**src/rtl/core/fsba_pkg.sv**
```systemverilog
package fsba_pkg;

  // Default geometry
  localparam int unsigned NUM_BLOCKS  = 16;
  localparam int unsigned TABLE_DEPTH = 32;

  // Field widths
  localparam int unsigned CMD_W       = 2;
  localparam int unsigned STRAT_W     = 2;
  localparam int unsigned ID_W        = 8;
  localparam int unsigned AMOUNT_W    = 16;
  localparam int unsigned BLOCK_SEL_W = 4;
  localparam int unsigned STATUS_W    = 3;

  typedef enum logic [CMD_W-1:0] {
    CMD_LOAD    = 2'd0,
    CMD_REQUEST = 2'd1,
    CMD_RELEASE = 2'd2,
    CMD_NONE    = 2'd3
  } cmd_e;

  // Fit strategies: first ('F'), best ('B'), worst ('W')
  typedef enum logic [STRAT_W-1:0] {
    STRAT_FIRST = 2'd0,
    STRAT_BEST  = 2'd1,
    STRAT_WORST = 2'd2,
    STRAT_NONE  = 2'd3
  } strategy_e;

  typedef enum logic [STATUS_W-1:0] {
    ST_OK       = 3'd0,
    ST_NOFIT    = 3'd1,
    ST_FULL     = 3'd2,
    ST_DUP      = 3'd3,
    ST_NOTFOUND = 3'd4
  } status_e;

  // Port controls of the block free-space memory
  typedef struct packed {
    logic rd_en;
    logic wr_en;
  } blk_ctl_t;

  // Port controls of the resident table
  typedef struct packed {
    logic rd_en;
    logic wr_en;
    logic clr_en;
  } tbl_ctl_t;

endpackage

```
**src/rtl/core/fsba_if.sv**
```systemverilog
interface fsba_req_if;
  logic                               valid;
  logic                               ready;
  logic [fsba_pkg::CMD_W-1:0]         cmd;
  logic [fsba_pkg::STRAT_W-1:0]       strategy;
  logic [fsba_pkg::ID_W-1:0]          proc_id;
  logic [fsba_pkg::AMOUNT_W-1:0]      amount;
  logic [fsba_pkg::BLOCK_SEL_W-1:0]   block_sel;

  modport source (output valid, cmd, strategy, proc_id, amount, block_sel, input ready);
  modport sink   (input valid, cmd, strategy, proc_id, amount, block_sel, output ready);
endinterface

interface fsba_rsp_if;
  logic                               valid;
  logic                               ready;
  logic [fsba_pkg::STATUS_W-1:0]      status;
  logic [fsba_pkg::BLOCK_SEL_W-1:0]   placed_block;
  logic [fsba_pkg::AMOUNT_W-1:0]      free_after;

  modport source (output valid, status, placed_block, free_after, input ready);
  modport sink   (input valid, status, placed_block, free_after, output ready);
endinterface

```
**src/rtl/core/fsba_block_mem.sv**
```systemverilog
module fsba_block_mem #(
  parameter  int unsigned NumBlocks = fsba_pkg::NUM_BLOCKS,
  localparam int unsigned BlkW      = (NumBlocks > 1) ? $clog2(NumBlocks) : 1
) (
  input  logic                              clk_i,
  input  logic                              rst_ni,
  input  fsba_pkg::blk_ctl_t                ctl_i,
  input  logic [BlkW-1:0]                   rd_addr_i,
  input  logic [BlkW-1:0]                   wr_addr_i,
  input  logic [fsba_pkg::AMOUNT_W-1:0]     wr_data_i,
  output logic [fsba_pkg::AMOUNT_W-1:0]     rd_data_o
);

  logic [fsba_pkg::AMOUNT_W-1:0] mem_q [NumBlocks];
  logic [fsba_pkg::AMOUNT_W-1:0] rd_data_q;
  logic [NumBlocks-1:0]          vld_q;
  logic                          rd_vld_q;

  always_ff @(posedge clk_i) begin
    if (ctl_i.wr_en) begin
      mem_q[wr_addr_i] <= wr_data_i;
    end
    if (ctl_i.rd_en) begin
      rd_data_q <= mem_q[rd_addr_i];
    end
  end

  // A block never loaded reads as empty
  always_ff @(posedge clk_i or negedge rst_ni) begin
    if (!rst_ni) begin
      vld_q    <= '0;
      rd_vld_q <= 1'b0;
    end else begin
      if (ctl_i.wr_en) begin
        vld_q[wr_addr_i] <= 1'b1;
      end
      if (ctl_i.rd_en) begin
        rd_vld_q <= vld_q[rd_addr_i];
      end
    end
  end

  assign rd_data_o = rd_vld_q ? rd_data_q : '0;

endmodule

```
**src/rtl/core/fsba_entry_table.sv**
```systemverilog
module fsba_entry_table #(
  parameter  int unsigned TableDepth = fsba_pkg::TABLE_DEPTH,
  parameter  int unsigned NumBlocks  = fsba_pkg::NUM_BLOCKS,
  localparam int unsigned TabW       = (TableDepth > 1) ? $clog2(TableDepth) : 1,
  localparam int unsigned BlkW       = (NumBlocks > 1) ? $clog2(NumBlocks) : 1
) (
  input  logic                              clk_i,
  input  logic                              rst_ni,
  input  fsba_pkg::tbl_ctl_t                ctl_i,
  input  logic [TabW-1:0]                   rd_addr_i,
  input  logic [TabW-1:0]                   wr_addr_i,
  input  logic [fsba_pkg::ID_W-1:0]         wr_id_i,
  input  logic [fsba_pkg::AMOUNT_W-1:0]     wr_size_i,
  input  logic [BlkW-1:0]                   wr_blk_i,
  output logic                              rd_valid_o,
  output logic [fsba_pkg::ID_W-1:0]         rd_id_o,
  output logic [fsba_pkg::AMOUNT_W-1:0]     rd_size_o,
  output logic [BlkW-1:0]                   rd_blk_o
);

  localparam int unsigned WordW = fsba_pkg::ID_W + fsba_pkg::AMOUNT_W + BlkW;

  logic [WordW-1:0]      mem_q [TableDepth];
  logic [WordW-1:0]      rd_word_q;
  logic [TableDepth-1:0] vld_q;
  logic                  rd_vld_q;

  always_ff @(posedge clk_i) begin
    if (ctl_i.wr_en) begin
      mem_q[wr_addr_i] <= {wr_id_i, wr_size_i, wr_blk_i};
    end
    if (ctl_i.rd_en) begin
      rd_word_q <= mem_q[rd_addr_i];
    end
  end

  // Occupancy: set on insert, drop on release
  always_ff @(posedge clk_i or negedge rst_ni) begin
    if (!rst_ni) begin
      vld_q    <= '0;
      rd_vld_q <= 1'b0;
    end else begin
      if (ctl_i.wr_en) begin
        vld_q[wr_addr_i] <= 1'b1;
      end else if (ctl_i.clr_en) begin
        vld_q[wr_addr_i] <= 1'b0;
      end
      if (ctl_i.rd_en) begin
        rd_vld_q <= vld_q[rd_addr_i];
      end
    end
  end

  assign rd_valid_o = rd_vld_q;
  assign rd_id_o    = rd_word_q[WordW-1 -: fsba_pkg::ID_W];
  assign rd_size_o  = rd_word_q[BlkW +: fsba_pkg::AMOUNT_W];
  assign rd_blk_o   = rd_word_q[BlkW-1:0];

endmodule

```
**src/rtl/core/fit_strategy_block_allocator.sv**
```systemverilog
// Partition allocator: keeps the free space of NumBlocks memory blocks and a
// table of TableDepth resident processes, and answers every request with exactly
// one response. A load sets a block's capacity, an allocation places a process by
// first, best or worst fit (ties to the lowest block) and records it in the lowest
// free table entry, a release returns the entry's size to its block (saturating at
// 65535). One request is worked on at a time, and both the table and the block
// free space live in single-port synchronous memories that are scanned one entry a
// cycle. A load or unknown command goes from decode straight to the result state;
// an allocation runs the id scan over the table followed by the fit scan over the
// blocks; a release scans the table until the id is found, then reads its block
// and writes back the sum, and answers at the end of the scan if the id is not
// resident. A new request is taken while the previous response still waits in
// the output register. No clearing pass is needed after reset.
module fit_strategy_block_allocator #(
  parameter int unsigned NumBlocks  = fsba_pkg::NUM_BLOCKS,
  parameter int unsigned TableDepth = fsba_pkg::TABLE_DEPTH
) (
  input  logic       clk_i,
  input  logic       rst_ni,
  fsba_req_if.sink   req_i,
  fsba_rsp_if.source rsp_o
);

  localparam int unsigned BlkW    = (NumBlocks > 1) ? $clog2(NumBlocks) : 1;
  localparam int unsigned TabW    = (TableDepth > 1) ? $clog2(TableDepth) : 1;
  localparam int unsigned BCntW   = $clog2(NumBlocks + 1);
  localparam int unsigned TCntW   = $clog2(TableDepth + 1);
  localparam int unsigned AmtW    = fsba_pkg::AMOUNT_W;
  localparam int unsigned IdW     = fsba_pkg::ID_W;
  localparam int unsigned BlkOutW = fsba_pkg::BLOCK_SEL_W;

  typedef enum logic [6:0] {
    S_IDLE   = 7'b0000001,
    S_EXEC   = 7'b0000010,
    S_TSCAN  = 7'b0000100,
    S_BSCAN  = 7'b0001000,
    S_RREAD  = 7'b0010000,
    S_RWRITE = 7'b0100000,
    S_DONE   = 7'b1000000
  } state_e;

  state_e state_q, state_d;

  // Latched request
  fsba_pkg::cmd_e      cmd_q;
  fsba_pkg::strategy_e strat_q;
  logic [IdW-1:0]      id_q;
  logic [AmtW-1:0]     amt_q;
  logic [BlkOutW-1:0]  sel_q;

  // Table scan
  logic [TCntW-1:0] tcnt_q, tcnt_d;
  logic             tpend_q, tpend_d;
  logic [TabW-1:0]  tidx_q, tidx_d;
  logic             slot_found_q, slot_found_d;
  logic [TabW-1:0]  slot_q, slot_d;

  // Block scan
  logic [BCntW-1:0] bcnt_q, bcnt_d;
  logic             bpend_q, bpend_d;
  logic [BlkW-1:0]  bidx_q, bidx_d;
  logic             chosen_q, chosen_d;
  logic [AmtW-1:0]  best_q, best_d;
  logic [BlkW-1:0]  best_idx_q, best_idx_d;

  // Release hit
  logic [BlkW-1:0]  hit_blk_q, hit_blk_d;
  logic [AmtW-1:0]  hit_size_q, hit_size_d;

  // Pending result and output register
  fsba_pkg::status_e  res_status_q, res_status_d;
  logic [BlkOutW-1:0] res_blk_q, res_blk_d;
  logic [AmtW-1:0]    res_free_q, res_free_d;
  logic               out_valid_q, out_valid_d;
  fsba_pkg::status_e  out_status_q, out_status_d;
  logic [BlkOutW-1:0] out_blk_q, out_blk_d;
  logic [AmtW-1:0]    out_free_q, out_free_d;

  // Memory ports
  fsba_pkg::blk_ctl_t blk_ctl;
  logic [BlkW-1:0]    blk_rd_addr, blk_wr_addr;
  logic [AmtW-1:0]    blk_wr_data, blk_rd_data;

  fsba_pkg::tbl_ctl_t tbl_ctl;
  logic [TabW-1:0]    tbl_rd_addr;
  logic [TabW-1:0]    tbl_wr_addr;
  logic               tbl_rd_valid;
  logic [IdW-1:0]     tbl_rd_id;
  logic [AmtW-1:0]    tbl_rd_size;
  logic [BlkW-1:0]    tbl_rd_blk;

  logic            req_fire;
  logic            tbl_hit, tbl_end, bscan_end, fits, take;
  logic [AmtW:0]   rel_sum;
  logic [AmtW-1:0] rel_sat, alloc_left;

  fsba_block_mem #(
    .NumBlocks (NumBlocks)
  ) u_block_mem (
    .clk_i     (clk_i),
    .rst_ni    (rst_ni),
    .ctl_i     (blk_ctl),
    .rd_addr_i (blk_rd_addr),
    .wr_addr_i (blk_wr_addr),
    .wr_data_i (blk_wr_data),
    .rd_data_o (blk_rd_data)
  );

  fsba_entry_table #(
    .TableDepth (TableDepth),
    .NumBlocks  (NumBlocks)
  ) u_entry_table (
    .clk_i      (clk_i),
    .rst_ni     (rst_ni),
    .ctl_i      (tbl_ctl),
    .rd_addr_i  (tbl_rd_addr),
    .wr_addr_i  (tbl_wr_addr),
    .wr_id_i    (id_q),
    .wr_size_i  (amt_q),
    .wr_blk_i   (best_idx_q),
    .rd_valid_o (tbl_rd_valid),
    .rd_id_o    (tbl_rd_id),
    .rd_size_o  (tbl_rd_size),
    .rd_blk_o   (tbl_rd_blk)
  );

  assign req_fire    = req_i.valid && req_i.ready;
  assign req_i.ready = (state_q == S_IDLE);

  // Compare the entry read in the previous cycle
  assign tbl_hit = tpend_q && tbl_rd_valid && (tbl_rd_id == id_q);
  assign tbl_end = (tcnt_q == TCntW'(TableDepth)) && !tpend_q;

  assign bscan_end = (bcnt_q == BCntW'(NumBlocks)) && !bpend_q;
  assign fits      = bpend_q && (blk_rd_data >= amt_q);

  // Fit decision for the block just read; ties keep the lower index
  always_comb begin
    take = 1'b0;
    unique case (strat_q)
      fsba_pkg::STRAT_FIRST: take = fits && !chosen_q;
      fsba_pkg::STRAT_BEST:  take = fits && (blk_rd_data != '0) &&
                                    (!chosen_q || (blk_rd_data < best_q));
      fsba_pkg::STRAT_WORST: take = fits && (blk_rd_data != '0) &&
                                    (!chosen_q || (blk_rd_data > best_q));
      fsba_pkg::STRAT_NONE:  take = 1'b0;
    endcase
  end

  assign alloc_left = best_q - amt_q;
  assign rel_sum    = {1'b0, blk_rd_data} + {1'b0, hit_size_q};
  assign rel_sat    = rel_sum[AmtW] ? '1 : rel_sum[AmtW-1:0];

  always_comb begin
    state_d      = state_q;
    tcnt_d       = tcnt_q;
    tpend_d      = tpend_q;
    tidx_d       = tidx_q;
    slot_found_d = slot_found_q;
    slot_d       = slot_q;
    bcnt_d       = bcnt_q;
    bpend_d      = bpend_q;
    bidx_d       = bidx_q;
    chosen_d     = chosen_q;
    best_d       = best_q;
    best_idx_d   = best_idx_q;
    hit_blk_d    = hit_blk_q;
    hit_size_d   = hit_size_q;
    res_status_d = res_status_q;
    res_blk_d    = res_blk_q;
    res_free_d   = res_free_q;
    out_valid_d  = out_valid_q;
    out_status_d = out_status_q;
    out_blk_d    = out_blk_q;
    out_free_d   = out_free_q;

    blk_ctl     = '0;
    blk_rd_addr = bcnt_q[BlkW-1:0];
    blk_wr_addr = best_idx_q;
    blk_wr_data = alloc_left;
    tbl_ctl     = '0;
    tbl_rd_addr = tcnt_q[TabW-1:0];
    tbl_wr_addr = slot_q;

    // Drop the response once taken
    if (out_valid_q && rsp_o.ready) begin
      out_valid_d = 1'b0;
    end

    unique case (state_q)
      S_IDLE: begin
        if (req_fire) begin
          state_d = S_EXEC;
        end
      end

      S_EXEC: begin
        tcnt_d       = '0;
        tpend_d      = 1'b0;
        slot_found_d = 1'b0;
        unique case (cmd_q)
          fsba_pkg::CMD_LOAD: begin
            // Overwrite the capacity; resident entries stay
            if (32'(sel_q) < NumBlocks) begin
              blk_ctl.wr_en = 1'b1;
              blk_wr_addr   = BlkW'(sel_q);
              blk_wr_data   = amt_q;
              res_status_d  = fsba_pkg::ST_OK;
              res_blk_d     = sel_q;
              res_free_d    = amt_q;
            end else begin
              res_status_d  = fsba_pkg::ST_NOFIT;
              res_blk_d     = '0;
              res_free_d    = '0;
            end
            state_d = S_DONE;
          end
          fsba_pkg::CMD_REQUEST,
          fsba_pkg::CMD_RELEASE: begin
            state_d = S_TSCAN;
          end
          fsba_pkg::CMD_NONE: begin
            res_status_d = fsba_pkg::ST_OK;
            res_blk_d    = '0;
            res_free_d   = '0;
            state_d      = S_DONE;
          end
        endcase
      end

      S_TSCAN: begin
        // Issue one table read a cycle, compare it the cycle after
        if (32'(tcnt_q) < TableDepth) begin
          tbl_ctl.rd_en = 1'b1;
          tcnt_d        = tcnt_q + TCntW'(1);
          tpend_d       = 1'b1;
          tidx_d        = tcnt_q[TabW-1:0];
        end else begin
          tpend_d = 1'b0;
        end
        if (tpend_q && !tbl_rd_valid && !slot_found_q) begin
          slot_found_d = 1'b1;
          slot_d       = tidx_q;
        end
        if (tbl_hit) begin
          if (cmd_q == fsba_pkg::CMD_REQUEST) begin
            res_status_d = fsba_pkg::ST_DUP;
            res_blk_d    = '0;
            res_free_d   = '0;
            state_d      = S_DONE;
          end else begin
            // Free the entry just compared and go return its size
            tbl_ctl.rd_en  = 1'b0;
            tbl_ctl.clr_en = 1'b1;
            tbl_wr_addr    = tidx_q;
            hit_blk_d      = tbl_rd_blk;
            hit_size_d     = tbl_rd_size;
            state_d        = S_RREAD;
          end
        end else if (tbl_end) begin
          bcnt_d   = '0;
          bpend_d  = 1'b0;
          chosen_d = 1'b0;
          if (cmd_q != fsba_pkg::CMD_REQUEST) begin
            res_status_d = fsba_pkg::ST_NOTFOUND;
            res_blk_d    = '0;
            res_free_d   = '0;
            state_d      = S_DONE;
          end else if (!slot_found_q) begin
            res_status_d = fsba_pkg::ST_FULL;
            res_blk_d    = '0;
            res_free_d   = '0;
            state_d      = S_DONE;
          end else begin
            state_d = S_BSCAN;
          end
        end
      end

      S_BSCAN: begin
        if (32'(bcnt_q) < NumBlocks) begin
          blk_ctl.rd_en = 1'b1;
          bcnt_d        = bcnt_q + BCntW'(1);
          bpend_d       = 1'b1;
          bidx_d        = bcnt_q[BlkW-1:0];
        end else begin
          bpend_d = 1'b0;
        end
        if (take) begin
          chosen_d   = 1'b1;
          best_d     = blk_rd_data;
          best_idx_d = bidx_q;
        end
        if (bscan_end) begin
          if (chosen_q) begin
            // Commit: shrink the block, record the resident
            blk_ctl.wr_en = 1'b1;
            tbl_ctl.wr_en = 1'b1;
            res_status_d  = fsba_pkg::ST_OK;
            res_blk_d     = BlkOutW'(best_idx_q);
            res_free_d    = alloc_left;
          end else begin
            res_status_d  = fsba_pkg::ST_NOFIT;
            res_blk_d     = '0;
            res_free_d    = '0;
          end
          state_d = S_DONE;
        end
      end

      S_RREAD: begin
        blk_ctl.rd_en = 1'b1;
        blk_rd_addr   = hit_blk_q;
        state_d       = S_RWRITE;
      end

      S_RWRITE: begin
        blk_ctl.wr_en = 1'b1;
        blk_wr_addr   = hit_blk_q;
        blk_wr_data   = rel_sat;
        res_status_d  = fsba_pkg::ST_OK;
        res_blk_d     = BlkOutW'(hit_blk_q);
        res_free_d    = rel_sat;
        state_d       = S_DONE;
      end

      S_DONE: begin
        // Hold until the output register is free
        if (!out_valid_q || rsp_o.ready) begin
          out_valid_d  = 1'b1;
          out_status_d = res_status_q;
          out_blk_d    = res_blk_q;
          out_free_d   = res_free_q;
          state_d      = S_IDLE;
        end
      end

      default: state_d = S_IDLE;
    endcase
  end

  always_ff @(posedge clk_i or negedge rst_ni) begin
    if (!rst_ni) begin
      state_q      <= S_IDLE;
      tcnt_q       <= '0;
      tpend_q      <= 1'b0;
      slot_found_q <= 1'b0;
      bcnt_q       <= '0;
      bpend_q      <= 1'b0;
      chosen_q     <= 1'b0;
      out_valid_q  <= 1'b0;
    end else begin
      state_q      <= state_d;
      tcnt_q       <= tcnt_d;
      tpend_q      <= tpend_d;
      slot_found_q <= slot_found_d;
      bcnt_q       <= bcnt_d;
      bpend_q      <= bpend_d;
      chosen_q     <= chosen_d;
      out_valid_q  <= out_valid_d;
    end
  end

  always_ff @(posedge clk_i) begin
    if (req_fire) begin
      cmd_q   <= fsba_pkg::cmd_e'(req_i.cmd);
      strat_q <= fsba_pkg::strategy_e'(req_i.strategy);
      id_q    <= req_i.proc_id;
      amt_q   <= req_i.amount;
      sel_q   <= req_i.block_sel;
    end
    tidx_q       <= tidx_d;
    slot_q       <= slot_d;
    bidx_q       <= bidx_d;
    best_q       <= best_d;
    best_idx_q   <= best_idx_d;
    hit_blk_q    <= hit_blk_d;
    hit_size_q   <= hit_size_d;
    res_status_q <= res_status_d;
    res_blk_q    <= res_blk_d;
    res_free_q   <= res_free_d;
    out_status_q <= out_status_d;
    out_blk_q    <= out_blk_d;
    out_free_q   <= out_free_d;
  end

  assign rsp_o.valid        = out_valid_q;
  assign rsp_o.status       = out_status_q;
  assign rsp_o.placed_block = out_blk_q;
  assign rsp_o.free_after   = out_free_q;

`ifndef ASSERT_OFF
  // An accepted request always moves into decode
  assert property (@(posedge clk_i) disable iff (!rst_ni)
    req_fire |=> (state_q == S_EXEC))
    else $error("accepted request did not enter decode");

  // A table insert only happens with a free slot and a chosen block
  assert property (@(posedge clk_i) disable iff (!rst_ni)
    tbl_ctl.wr_en |-> (slot_found_q && chosen_q && (state_q == S_BSCAN)))
    else $error("table insert without free slot or chosen block");

  // The single-port block memory never reads and writes in one cycle
  assert property (@(posedge clk_i) disable iff (!rst_ni)
    !(blk_ctl.rd_en && blk_ctl.wr_en))
    else $error("block memory read and write collide");

  // A response appears only when leaving the result state
  assert property (@(posedge clk_i) disable iff (!rst_ni)
    $rose(rsp_o.valid) |-> $past(state_q == S_DONE))
    else $error("response raised outside the result state");
`endif

endmodule

```
**src/flat_wrapper.sv**
```systemverilog
// flat-port wrapper written by rule: the top's interface ports become plain ports
module fit_strategy_block_allocator_flat 
#(
  parameter int unsigned NumBlocks  = fsba_pkg::NUM_BLOCKS,
  parameter int unsigned TableDepth = fsba_pkg::TABLE_DEPTH
)
  (clk_i, rst_ni, req_i_valid, req_i_cmd, req_i_strategy, req_i_proc_id, req_i_amount, req_i_block_sel, req_i_ready, rsp_o_valid, rsp_o_status, rsp_o_placed_block, rsp_o_free_after, rsp_o_ready);
  fsba_req_if req_i_i ();
  fsba_rsp_if rsp_o_i ();
  input  logic clk_i;
  input  logic rst_ni;
  input wire logic [$bits(req_i_i.valid)-1:0] req_i_valid;
  input wire logic [$bits(req_i_i.cmd)-1:0] req_i_cmd;
  input wire logic [$bits(req_i_i.strategy)-1:0] req_i_strategy;
  input wire logic [$bits(req_i_i.proc_id)-1:0] req_i_proc_id;
  input wire logic [$bits(req_i_i.amount)-1:0] req_i_amount;
  input wire logic [$bits(req_i_i.block_sel)-1:0] req_i_block_sel;
  output wire logic [$bits(req_i_i.ready)-1:0] req_i_ready;
  output wire logic [$bits(rsp_o_i.valid)-1:0] rsp_o_valid;
  output wire logic [$bits(rsp_o_i.status)-1:0] rsp_o_status;
  output wire logic [$bits(rsp_o_i.placed_block)-1:0] rsp_o_placed_block;
  output wire logic [$bits(rsp_o_i.free_after)-1:0] rsp_o_free_after;
  input wire logic [$bits(rsp_o_i.ready)-1:0] rsp_o_ready;
  assign req_i_i.valid = req_i_valid;
  assign req_i_i.cmd = req_i_cmd;
  assign req_i_i.strategy = req_i_strategy;
  assign req_i_i.proc_id = req_i_proc_id;
  assign req_i_i.amount = req_i_amount;
  assign req_i_i.block_sel = req_i_block_sel;
  assign req_i_ready = req_i_i.ready;
  assign rsp_o_valid = rsp_o_i.valid;
  assign rsp_o_status = rsp_o_i.status;
  assign rsp_o_placed_block = rsp_o_i.placed_block;
  assign rsp_o_free_after = rsp_o_i.free_after;
  assign rsp_o_i.ready = rsp_o_ready;
  fit_strategy_block_allocator #(.NumBlocks(NumBlocks), .TableDepth(TableDepth)) u_core (.clk_i(clk_i), .rst_ni(rst_ni), .req_i(req_i_i), .rsp_o(rsp_o_i));
endmodule
```
**config.mk**
```make
export PLATFORM = sky130hd
export DESIGN_NAME = fit_strategy_block_allocator_flat
export DESIGN_NICKNAME = d
export VERILOG_FILES = /design/src/rtl/core/fsba_pkg.sv /design/src/rtl/core/fsba_if.sv /design/src/rtl/core/fsba_block_mem.sv /design/src/rtl/core/fsba_entry_table.sv /design/src/rtl/core/fit_strategy_block_allocator.sv /design/src/flat_wrapper.sv
export SDC_FILE = /design/constraint.sdc
export NUM_CORES = 2
export LEC_CHECK = 0
export BUFFER_PORTS_ARGS = -buffer_cell sky130_fd_sc_hd__buf_2
export CELL_PAD_IN_SITES_DETAIL_PLACEMENT = 0
export CELL_PAD_IN_SITES_GLOBAL_PLACEMENT = 1
export CORE_ASPECT_RATIO = 0.8
export CORE_MARGIN = 2
export CORE_UTILIZATION = 55
export DETAILED_ROUTE_END_ITERATION = 12
export HOLD_SLACK_MARGIN = 0.05
export PLACE_DENSITY_LB_ADDON = 0.25
export SYNTH_ARGS = -nofsm -noshare
export SYNTH_HDL_FRONTEND = slang
export SYNTH_SLANG_ARGS = --single-unit
```
**constraint.sdc**
```tcl
create_clock -name clk_i -period 8.02 [get_ports clk_i]
set_input_delay 0.802 -clock clk_i [delete_from_list [all_inputs] [get_ports clk_i]]
set_output_delay 0.802 -clock clk_i [all_outputs]
set_load 0.01 [all_outputs]
```
After elaboration in Yosys (flattened, before gate mapping)
Memory sizes are Yosys's and may differ from the RTL's. A register that Yosys moved wholly into a read port is not among the register bits.
Cells that the tools add are included.
- flip-flop bits (word level): 205
- memory bits (writable): 1152
- bits of input ports: 36
- output and inout bits: 25
- logic and storage cells: 223
- memories kept: 2
- $add $sub $neg: 4
- $lt $le $gt $ge: 11
- equality and inequality tests: 31
- muxes and demuxes: 93
- bitwise logic cells: 5
- reductions and logical operators: 47
- memories (name ; words ; bits a word ; read ports ; clocked after Yosys merged registers in ; write ports ; line ; RTL):
    u_core.u_entry_table.mem_q ; 32 ; 28 ; 1 ; 1 ; 1 ; fsba_entry_table.sv:23 ; logic [WordW-1:0] mem_q [TableDepth];
    u_core.u_block_mem.mem_q ; 16 ; 16 ; 1 ; 1 ; 1 ; fsba_block_mem.sv:14 ; logic [fsba_pkg::AMOUNT_W-1:0] mem_q [NumBlocks];
- operators with widths (cell ; number):
    two-way mux 16 bit ; 10
    two-way mux 32 bit ; 2
    case mux 16 bit (2 select lines) ; 2
    case mux 16 bit (4 select lines) ; 1
    two-way mux 7 bit ; 8
    case mux 7 bit (7 select lines) ; 1
    two-way mux 4 bit ; 9
    bitwise AND 32 bit ; 1
    inverter 32 bit ; 1
    OR 32 bit ; 1
    two-way mux 5 bit ; 6
    two-way mux 1 bit ; 28
    two-way mux 3 bit ; 7
    adder 16 x 16 -> 17 bit ; 1
    greater-or-equal comparator 16 bit ; 1
    > comparator 16 bit ; 1
    less-than comparator 16 bit ; 1
    inequality test 2 x 1 -> 1 bit (second input constant) ; 8
    OR 16 bit ; 1
    case mux 4 bit (2 select lines) ; 2
    case mux 4 bit (4 select lines) ; 1
    nonzero test 16 bit ; 1
    subtractor 16 bit ; 1
    logical AND 1 bit ; 15
    47 further kinds ; 81

Logic depth before layout (Yosys ltp)
- depth in word-level cells: 12
- gate-level depth with buffers: 17
- depth with buffers taken out: 13

By module
Synthesis repeated with hierarchy kept, for this count alone.
- cells, all modules: 2711
- area total of the unflattened synthesis: 56051.3 um^2
- by module, submodules not included (module ; instances ; cells each ; area each (um^2) ; sequential area each (um^2)):
    fsba_entry_table ; 1 ; 1501 ; 36456.2 ; 28572.4
    fsba_block_mem ; 1 ; 453 ; 10994.3 ; 8593.2
    fit_strategy_block_allocator ; 1 ; 757 ; 8600.7 ; 4540.6

Worst setup path before layout
No wires, ideal clock.
- path kind: register to register
- start: register u_core.id_q[7]
- end: memory u_core.u_entry_table.mem_q[17][0] in the netlist's numbering, enable pin
- library setup time: 0.413 ns
- data arrival time: 4.748 ns
- required time: 7.607 ns
- slack: 2.859 ns
- stages on the path, launching flop included: 10
- path buffers: 1
- clock period less this slack: 5.161 ns
- cells stage by stage: edfxtp_1 xor2_1 nor4_1 nand3_1 nor3_1 nand3b_1 nand2_1 nand2_1 clkbuf_1 nor2_1
- longest elaborated chain between the ends: 4
- ends and longest elaborated chain (what ; line ; RTL):
    start, declared ; fit_strategy_block_allocator.sv:47 ; logic [IdW-1:0] id_q;
    start signal, assigned ; fit_strategy_block_allocator.sv:368 ; id_q <= req_i.proc_id;
    equality test 8 bit ; fit_strategy_block_allocator.sv:131 ; assign tbl_hit = tpend_q && tbl_rd_valid && (tbl_rd_id == id_q);
    logical AND 1 bit ; fit_strategy_block_allocator.sv:131 ;
    two-way mux 5 bit ; fit_strategy_block_allocator.sv:245 ; if (tbl_hit) begin
    two-way mux 5 bit ; fit_strategy_block_allocator.sv:190 ; unique case (state_q)
    end, declared ; fsba_entry_table.sv:23 ;
No other way between the ends.

Final worst setup path
- start: register u_core.id_q[7]
- end: memory u_core.u_entry_table.mem_q[12][11] in the netlist's numbering, enable pin
The elaborated chain is that of the path after synthesis.

==> out/metrics.csv <==
stage,metric,value,unit
detailed_routing,Via density,6.49,
synthesis,Avg Inst Size Synth,18.6,µm²
timing,RSZ-0062 raised after global routing,false,
layout,"commonest non-fill, non-tap cell in the layout",edfxtp_1,
worst_setup_path,"most used cell, CP",or3_1,
pwr,overall power,18.4,mW
synthesis,Cell variety after synth,76,
timing,final setup margin,2.32,ns
cts,clock root buffer,clkbuf_16,
worst_setup_path,CP Capture Type,flop,
worst_setup_path,Worst R2R End,u_core.u_entry_table.mem_q[12][11]$_DFFE_PP_,
synthesis,post-synthesis sequential area ratio,74.2,%
cts,post-CTS sizing,0,
layout,most frequent cells in the layout,"edfxtp_1, mux4_2, nand2_1",
cts,Clock Latency Late Sink,0.76,ns
timing,"Slew Viols, Final",0,
timing,minimum clock period,5.70,ns
global_route,initial antenna violation count,6,
cts,Sink Count,1401,
synthesis,"EDFF count, synth",1328,
hold_path,HP Class,input port to async pin,
pwr,peak supply drop,0.281,mV
floorplan,die extent in x,361,µm
worst_setup_path,flop-to-flop setup slack,2.32,ns
worst_setup_path,beginning of the critical path,u_core.id_q[7]$_DFFE_PP_,
run,MaxCap Viol Count,0,
cts,clock slew at reported path FFs,0.06,ns
placed_design,Port-buffer cells,60,
worst_setup_path,"Max stage delay cell, worst path",nor2_4,
placed_design,"worst slack, placed",2.39,ns
worst_setup_path,"Max FO, Critical Path",33,
timing,Max Clk Rate,0.176,GHz
detailed_routing,total number of vias,29417,
floorplan,Die H,290,µm
worst_setup_path,worst r2r path cells,8,
global_route,first-pass GRT wire length,196000,µm
synthesis,"FF+latch count, synth",1401,
synthesis,Mapped Cells,3018,
layout,post-route cell area,0.0625,mm²
worst_setup_path,slowest cell delay on critical path,1.16,ns
detailed_routing,Iteration-0 DRC Markers,3824,
outcome,status,"finished, final reports clean",
global_route,vias in the first global route,28454,
timing,period utilisation layout,71.0,%
worst_setup_path,worst path cell trace,xor2_1 > nor4_1 > nand3_1 > or3_1 > or3_1 > o31ai_1 > nand2_1 > nor2_4,
cts,number of H-tree levels,4,
timing,Final Skew,0.0239,ns
floorplan,Initial Util,55.7,%
global_route,Tot GR Track Use,26.1,%
cts,Clock Path Buffers,3,
layout,final core utilization,61.9,%
layout,NumNets Final,3206,
global_route,gr ovfl total,0,
pwr,Leak,20.1,nW
detailed_routing,WL final,135000,µm
synthesis,Async SR Flop Fraction,5.21,%
pwr,power per standard cell area,294,mW/mm²
cts,CTS Buf Count,134,
detailed_routing,DRC errors left,0,
synthesis,yosys warns,0,
detailed_routing,DRT Pass-1 Iters,9,
floorplan,Rows,104,
worst_setup_path,Reg-to-Reg Start,u_core.id_q[7]$_DFFE_PP_,
layout,Area Growth Syn to Fin,11.2,%
detailed_routing,DRT antenna net count,0,
timing,relative slew slack,16.7,%
synthesis,Mapped Area,0.0562,mm²
layout,layout cell share with drive strength beyond 1,22.1,%
timing,worst-margin pin slew,1.24,ns
detailed_routing,Avg WL per Cell,29.8,µm
worst_setup_path,Worst Setup Start Kind,flop,
timing,Hold Fails Final Rpt,0,
floorplan,Top Ports,61,
floorplan,Core Region,0.101,mm²
cts,CTS tree,yes,
worst_setup_path,crit path kind,flop to flop,
synthesis,synthesized net count,3117,
worst_setup_path,Critical Path RT,8.38,ns
placed_design,Post-DP HPWL,81500,µm
timing,Setup Viol. Count Final,0,
worst_setup_path,worst setup path endpoint,u_core.u_entry_table.mem_q[12][11]$_DFFE_PP_,
cts,Post-CTS Hold Buffers,0,
cts,Post-CTS Setup Bufs,0,
synthesis,main flop type after synthesis,edfxtp_1,
placed_design,Post-DP Area,0.0584,mm²
floorplan,DIE AREA,0.105,mm²
worst_setup_path,critical path arrival,6.06,ns
global_route,largest net degree at the start of global routing,154,
timing,Fin Setup TNS,0,ns
placed_design,Placer Congestion,0.883,
-- state kept, by name, indices dropped and copies added (netlist names), 6 cells and up, named ones only --
signal / flops
u_core.amt_q: 16
u_core.best_q: 16
u_core.hit_size_q: 16
u_core.id_q: 8
u_core.res_free_q: 16
u_core.rsp_o.free_after: 16
u_core.state_q: 7
u_core.tcnt_q: 6
u_core.u_block_mem.mem_q: 256
u_core.u_block_mem.rd_data_q: 16
u_core.u_block_mem.vld_q: 16
u_core.u_entry_table.mem_q: 896
u_core.u_entry_table.rd_word_q: 28
-- routing by layer --
metal	global-route usage [%]	routed length, µm	vias up
met5	0	0	-
met3	5.84	14100	173
met2	36.9	59200	1455
met1	41.7	59400	15377
met4	5.93	2480	0
li1	-	-	12412
-- worst min path at each step --
stage                                                       from  cells past startpoint                         endpoint  slack [ns]
floorplan                             u_core.bidx_q[0]$_DFFE_PP_                      0   u_core.best_idx_q[0]$_DFFE_PP_        0.40
global placement     u_core.u_entry_table.rd_word_q[2]$_DFFE_PP_                      0    u_core.hit_blk_q[2]$_DFFE_PP_        0.40
detailed placement  u_core.u_entry_table.rd_word_q[16]$_DFFE_PP_                      0  u_core.hit_size_q[12]$_DFFE_PP_        0.40
CTS                                              req_i_amount[0]                      1        u_core.amt_q[0]$_DFFE_PP_        0.16
global route                                     req_i_amount[1]                      1        u_core.amt_q[1]$_DFFE_PP_        0.18
finish                                                    rst_ni                      1                        async pin        0.20
-- critical path, delay by kind of cell, from the launching register on --
family                    cells  cell delay [ns]
and+or+nand+nor               6             3.98
xor gates and xnor gates      1             0.14
AOI/OAI and AO/OA             1             0.13
DFF                           1             1.02
-- where the power goes --
| group | switching, mW | internal (mW) | leakage [nW] |
|---|---|---|---|
| sequential | 0.227 | 8.70 | 12.9 |
| combinational | 2.10 | 1.34 | 5.10 |
| clock | 2.69 | 3.32 | 2.03 |
| total | 5.02 | 13.4 | 20.1 |
-- cells in the mapped netlist (5+ instances only) --
| master | count | area [µm²] |
|---|---|---|
| xnor2_1 | 21 | 184 |
| mux2_2 | 30 | 338 |
| nand2_1 | 214 | 803 |
| nor2b_1 | 11 | 68.8 |
| buf_1 | 23 | 86.3 |
| o31ai_1 | 8 | 60.1 |
| xor2_1 | 20 | 175 |
| inv_1 | 52 | 195 |
| a311oi_1 | 35 | 307 |
| o21a_1 | 8 | 60.1 |
| a221o_1 | 13 | 130 |
| nand3_1 | 12 | 60.1 |
| ha_1 | 62 | 776 |
| a31oi_1 | 39 | 244 |
| a21o_1 | 17 | 128 |
| and2_1 | 89 | 557 |
| nor4_1 | 13 | 81.3 |
| a22oi_1 | 12 | 90.1 |
| edfxtp_1 | 1328 | 39900 |
| o211ai_1 | 8 | 60.1 |
| mux2i_1 | 6 | 60.1 |
| nor2_1 | 92 | 345 |
| nand3b_1 | 11 | 82.6 |
| or2_1 | 7 | 43.8 |
| a211oi_1 | 88 | 661 |
| or3_1 | 6 | 37.5 |
| mux4_2 | 290 | 6530 |
| a22o_1 | 6 | 52.6 |
| o21ai_0 | 97 | 485 |
| buf_4 | 8 | 60.1 |
| nand2b_1 | 13 | 81.3 |
| buf_2 | 19 | 95.1 |
| dfrtp_1 | 72 | 1800 |
| a21oi_1 | 78 | 390 |
| clkbuf_1 | 108 | 405 |
| o21ai_1 | 5 | 25.0 |
| nor3_1 | 15 | 75.1 |
| or2_2 | 14 | 87.6 |
| nand4_1 | 9 | 56.3 |
-- layout make-up --
| cell class | count | area (µm²) |
|---|---|---|
| Sequential cell | 1401 | 41700 |
| Fill cell | 6991 | 38500 |
| Multi-Input combinational cell | 1405 | 14000 |
| Clock buffer | 176 | 3620 |
| Tap cell | 1325 | 1660 |
| Timing Repair Buffer | 113 | 763 |
| Clock inverter | 63 | 537 |
| Inverter | 52 | 195 |
| Antenna cell | 1 | 2.50 |
-- kinds of logic after synthesis --
group	after synthesis	synth area share (%)
compound gates	449	5.35
flops	1401	74.2
simple gates	521	4.46
mux	327	12.3
xor+xnor	41	0.639
buf+inv	212	1.54
fa+ha+maj	67	1.49
-- stage by stage --
| stage | std cells | hold WS (ns) |
|---|---|---|
| floorplan | 3018 | 0.400 |
| global placement | 4296 | 0.401 |
| detailed placement | 4296 | 0.405 |
| CTS | 4535 | 0.162 |
| global route | 4535 | 0.178 |
| finish | 4536 | 0.203 |
Power figures use the tool's default switching activity.
